**src/hdl/dsu_pkg.sv**
```systemverilog
// shared types and constants for the union-find engine
// field widths, controller states, command and status words
// no dependencies
package dsu_pkg;

    // widths of the channel fields
    localparam int NODE_W    = 10;
    localparam int ROOT_W    = 10;
    localparam int COUNT_W   = 11;
    // number of distinct values a node field can carry
    localparam int NODE_SPAN = 1 << NODE_W;

    typedef enum logic [3:0] {
        ST_CLEAR,
        ST_IDLE,
        ST_REDUCE,
        ST_A_ISSUE,
        ST_A_CHECK,
        ST_B_ISSUE,
        ST_B_CHECK,
        ST_SZ_A,
        ST_SZ_B,
        ST_LINK
    } dsu_state_t;

    // parent store read address source
    typedef enum logic [1:0] {
        PSEL_REM_A,
        PSEL_REM_B,
        PSEL_NEXT
    } par_sel_t;

    // size store read address source
    typedef enum logic {
        SSEL_ROOT_A,
        SSEL_ROOT_B
    } size_sel_t;

    typedef struct packed {
        logic      req_ready;
        logic      load;
        logic      clear_en;
        logic      reduce_step;
        logic      par_re;
        par_sel_t  par_sel;
        logic      load_cur_a;
        logic      load_cur_b;
        logic      size_re;
        size_sel_t size_sel;
        logic      cap_size_a;
        logic      link;
    } dsu_cmd_t;

    typedef struct packed {
        logic clear_done;
        logic reduce_done;
        logic a_at_root;
        logic b_at_root;
        logic out_free;
    } dsu_status_t;

endpackage

```
**src/hdl/dsu_ctrl.sv**
```systemverilog
// controller state machine for the union-find engine
// depends on dsu_pkg; drives dsu_datapath through the command word
module dsu_ctrl import dsu_pkg::*; (
    input  logic        clk,
    input  logic        rst_n,
    input  logic        req_valid,
    input  dsu_status_t st,
    output dsu_cmd_t    cmd
);

    dsu_state_t state_reg;
    dsu_state_t state_next;

    always_ff @(posedge clk or negedge rst_n)
    begin
        if (!rst_n)
        begin
            state_reg <= ST_CLEAR;
        end
        else
        begin
            state_reg <= state_next;
        end
    end

    always_comb
    begin
        state_next = state_reg;
        case (state_reg)
            ST_CLEAR:
            begin
                if (st.clear_done)
                begin
                    state_next = ST_IDLE;
                end
            end
            ST_IDLE:
            begin
                if (req_valid)
                begin
                    state_next = ST_REDUCE;
                end
            end
            ST_REDUCE:
            begin
                if (st.reduce_done)
                begin
                    state_next = ST_A_ISSUE;
                end
            end
            ST_A_ISSUE: state_next = ST_A_CHECK;
            ST_A_CHECK:
            begin
                if (st.a_at_root)
                begin
                    state_next = ST_B_ISSUE;
                end
            end
            ST_B_ISSUE: state_next = ST_B_CHECK;
            ST_B_CHECK:
            begin
                if (st.b_at_root)
                begin
                    state_next = ST_SZ_A;
                end
            end
            ST_SZ_A:    state_next = ST_SZ_B;
            ST_SZ_B:    state_next = ST_LINK;
            ST_LINK:
            begin
                if (st.out_free)
                begin
                    state_next = ST_IDLE;
                end
            end
            default:    state_next = ST_CLEAR;
        endcase
    end

    always_comb
    begin
        cmd          = '0;
        cmd.par_sel  = PSEL_NEXT;
        cmd.size_sel = SSEL_ROOT_A;
        case (state_reg)
            ST_CLEAR:
            begin
                cmd.clear_en = 1'b1;
            end
            ST_IDLE:
            begin
                cmd.req_ready = 1'b1;
                cmd.load      = req_valid;
            end
            ST_REDUCE:
            begin
                cmd.reduce_step = 1'b1;
            end
            ST_A_ISSUE:
            begin
                cmd.par_re     = 1'b1;
                cmd.par_sel    = PSEL_REM_A;
                cmd.load_cur_a = 1'b1;
            end
            ST_A_CHECK:
            begin
                // not yet at the root: follow the link just read
                cmd.par_re     = !st.a_at_root;
                cmd.par_sel    = PSEL_NEXT;
                cmd.load_cur_a = !st.a_at_root;
            end
            ST_B_ISSUE:
            begin
                cmd.par_re     = 1'b1;
                cmd.par_sel    = PSEL_REM_B;
                cmd.load_cur_b = 1'b1;
            end
            ST_B_CHECK:
            begin
                cmd.par_re     = !st.b_at_root;
                cmd.par_sel    = PSEL_NEXT;
                cmd.load_cur_b = !st.b_at_root;
            end
            ST_SZ_A:
            begin
                cmd.size_re  = 1'b1;
                cmd.size_sel = SSEL_ROOT_A;
            end
            ST_SZ_B:
            begin
                cmd.size_re    = 1'b1;
                cmd.size_sel   = SSEL_ROOT_B;
                cmd.cap_size_a = 1'b1;
            end
            ST_LINK:
            begin
                cmd.link = st.out_free;
            end
            default:
            begin
                cmd.clear_en = 1'b0;
            end
        endcase
    end

    // a link must never fire while the output word is still held
    a_link_needs_slot: assert property (@(posedge clk) disable iff (!rst_n)
        cmd.link |-> st.out_free)
        else $error("link issued while output word occupied");

    // the clear sweep only ends once its last entry is reached
    a_clear_exit: assert property (@(posedge clk) disable iff (!rst_n)
        (state_reg == ST_CLEAR && state_next != ST_CLEAR) |-> st.clear_done)
        else $error("clear sweep left early");

    // the first walk only hands over once it sits on a root
    a_walk_a_done: assert property (@(posedge clk) disable iff (!rst_n)
        (state_reg == ST_A_CHECK && state_next == ST_B_ISSUE) |-> st.a_at_root)
        else $error("first walk left before its root");

endmodule

```
**config.mk**
```make
export PLATFORM = sky130hd
export DESIGN_NAME = dsu_ctrl
export DESIGN_NICKNAME = d
export VERILOG_FILES = /design/src/hdl/dsu_pkg.sv /design/src/hdl/dsu_ctrl.sv
export SDC_FILE = /design/constraint.sdc
export NUM_CORES = 1
export LEC_CHECK = 0
export BUFFER_PORTS_ARGS = -buffer_cell sky130_fd_sc_hd__buf_2
export CORE_AREA = 5 5 42 44
export DETAILED_ROUTE_END_ITERATION = 16
export DIE_AREA = 0 0 47 49
export SKIP_CTS_REPAIR_TIMING = 1
export SLEW_MARGIN = 40
export SYNTH_ARGS = -nofsm -noshare
export SYNTH_HDL_FRONTEND = slang
export SYNTH_SLANG_ARGS = --single-unit
```
**constraint.sdc**
```tcl
create_clock -name clk -period 1.55 [get_ports clk]
set_clock_uncertainty 0.2 [all_clocks]
set_input_delay 0.155 -clock clk [delete_from_list [all_inputs] [get_ports clk]]
set_output_delay 0.155 -clock clk [all_outputs]
set_load 0.05 [all_outputs]
```
==> flow_summary.ini <==
[global_route]
grt_pass1_vias = 434
grt_pass1_wl_mm = 1.84
grt_use_total_pct = 10.7
grt_max_degree = 9
overflow = 0
antenna_found_initial = 0

[worst_setup_path]
cp_max_fo = 7
worst-r2r-setup-slack_ps = -40
crit_type = reg2out
worstPathArrival_ps = 1360
cp.required_ps = 1190
crit_path_start = state_reg[2]$_DFFE_PN0P_
timing.rr.start = state_reg[1]$_DFFE_PN0P_
worst_setup_path_start_kind = register
crit_path_end = cmd[11]
r2r-end = state_reg[0]$_DFFE_PN0P_
end_kind = output port
r2r_cells = 4

[placement]
hpwl_um = 941
gp_congestion = 0.789
dp_slack_ps = -57.1
port_buffers = 20

[synthesis]
synth_nets = 60
synth.area.top_cells = dfrtp_1 27%, nand2b_1 8.3%, nand2_1 7.0%
yosysTopAreaCell = dfrtp_1
syn_inst = 52
yosysUniqueCellTypes = 22
ys_ff_latch = 4
ys_warn_count = 0
yosysSeqAreaShare_pct = 26.7
synthDominantCellAreaShare_pct = 26.7
syn_area_um2 = 375
avgSynthCellArea_um2 = 7.22

[floorplanning]
fp.dieH_um = 49
rows = 14
start_util_pct = 26.8
die_w_um = 47
coreArea_um2 = 1400
die-area_um2 = 2300
io_pins = 21

[final_layout]
multi_input_area_um2 = 354
antenna_cells = 0
fill_cells = 118
drive_above_1_share_pct = 69.3
seq_area_um2 = 104
syn_to_final_growth_pct = 121
fin_nets = 98
largest_reg_flops = 4

[flow_run]
cap_violations = 0

[timing]
hold_viol = 0
fmax_mhz = 584
relSlewSlack_pct = 85.9
setup_slack_ps = -164
post-route-period-util_pct = 111
final.min_clock_period_ps = 1710
slew_viol_final = 0
rsz0062_at_grt = true
finalSetupViolations = 14
fin_setup_tns_ps = -1560
tightest_slew_ps = 210

[clocking]
cts_buffers = 3
clk_latency_ps = 230
cts_buffer_depth = 2
cts_max_level = 1
cts.sinks = 4
root_buffer = clkbuf_4
cts_tree = built
path_clk_slew_ps = 40

[routing]
avgViaCountPerCell = 4.87
vias = 506
dr.pass1.iters = 4
drt-wirelength-per-cell_um = 12.1
drt_iter0_drc = 9
final_antenna_net_count = 0
wl_mm = 1.26
drcViolationCount = 0

[run_status]
failed_checks = negative setup slack
outcome = finished, violations left

[worst_hold_path]
hp-class = in2async
==> Yosys cell counts, drive strengths merged <==
cell type  n
a21oi      3
a22o       1
and2       1
buf        5
dfrtp      4
mux2i      2
nand2      7
nand2b     5
nand3      1
nand3b     1
nor2       7
nor2b      1
nor3       4
nor4       1
o21a       2
o21ai      1
o221ai     1
or2        3
or4b       1
xor2       1
==> routing by layer <==
layer | global-route usage (%) | share of wire [%]
met5 | 0 | 0
met4 | 5.53 | 0.56
met2 | 15.2 | 53
met3 | 1.85 | 6.2
met1 | 14.8 | 40
==> area by class of cell <==
cell class,instances,share of cell area [%]
clock buffers,3,2.71
multi-input cells,43,42.6
flip-flops and latches,4,12.5
well taps,16,2.41
repair buffers,38,39.8
==> through the flow <==
| stage | hold WS (ps) | area, µm² | util, % | instances |
|---|---|---|---|---|
| after floorplan | -341 | 478 | - | 52 |
| after global placement | -233 | 674 | 48.1 | 99 |
| after detailed placement | -236 | 674 | 48.1 | 99 |
| after CTS | -483 | 697 | 49.7 | 102 |
| after global routing | 62.1 | 831 | 59.3 | 104 |
| final | 62.8 | 831 | 59.3 | 104 |
==> worst min path at each step <==
stage	cells past startpoint	from	end	slack, ps
after floorplan	0	rst_n	state_reg[0]$_DFFE_PN0P_	-340
after global placement	1	rst_n	state_reg[2]$_DFFE_PN0P_	-230
after detailed placement	1	rst_n	state_reg[2]$_DFFE_PN0P_	-240
after CTS	1	rst_n	state_reg[0]$_DFFE_PN0P_	-480
after global routing	2	rst_n	state_reg[2]$_DFFE_PN0P_	60
final	2	rst_n	state_reg[0]$_DFFE_PN0P_	60
==> critical path: stages (launching register included) <==
cell and delay, ps:
dfrtp_2 450, buf_4 190, nor3_4 180, and2_4 170
buf_8 130
==> logic make-up after synthesis <==
| logic type | Yosys count | share of synthesized area [%] |
|---|---|---|
| AO/OA/AOI/OAI | 8 | 14.0 |
| XOR/XNOR | 1 | 2.33 |
| buffers and inverters | 5 | 8.00 |
| flip-flops | 4 | 26.7 |
| multiplexers | 2 | 5.33 |
| AND/OR/NAND/NOR | 32 | 43.7 |
==> layout by cell type (no fill, tap or decap), types with 2 or more instances in the layout <==
cell	n
buf_4	16
buf_6	12
buf_2	7
nand2_1	5
nor2_1	4
nand2b_1	3
clkbuf_4	3
dfrtp_2	3
nand2b_4	2
nor3_2	2
nor3_4	2
or2_4	2
mux2i_1	2
o21a_1	2
nor2_4	2
a21oi_1	2
buf_8	2
Power is not shown: default switching activity piles up to over one toggle a cycle in this logic, so the estimate is an artifact.
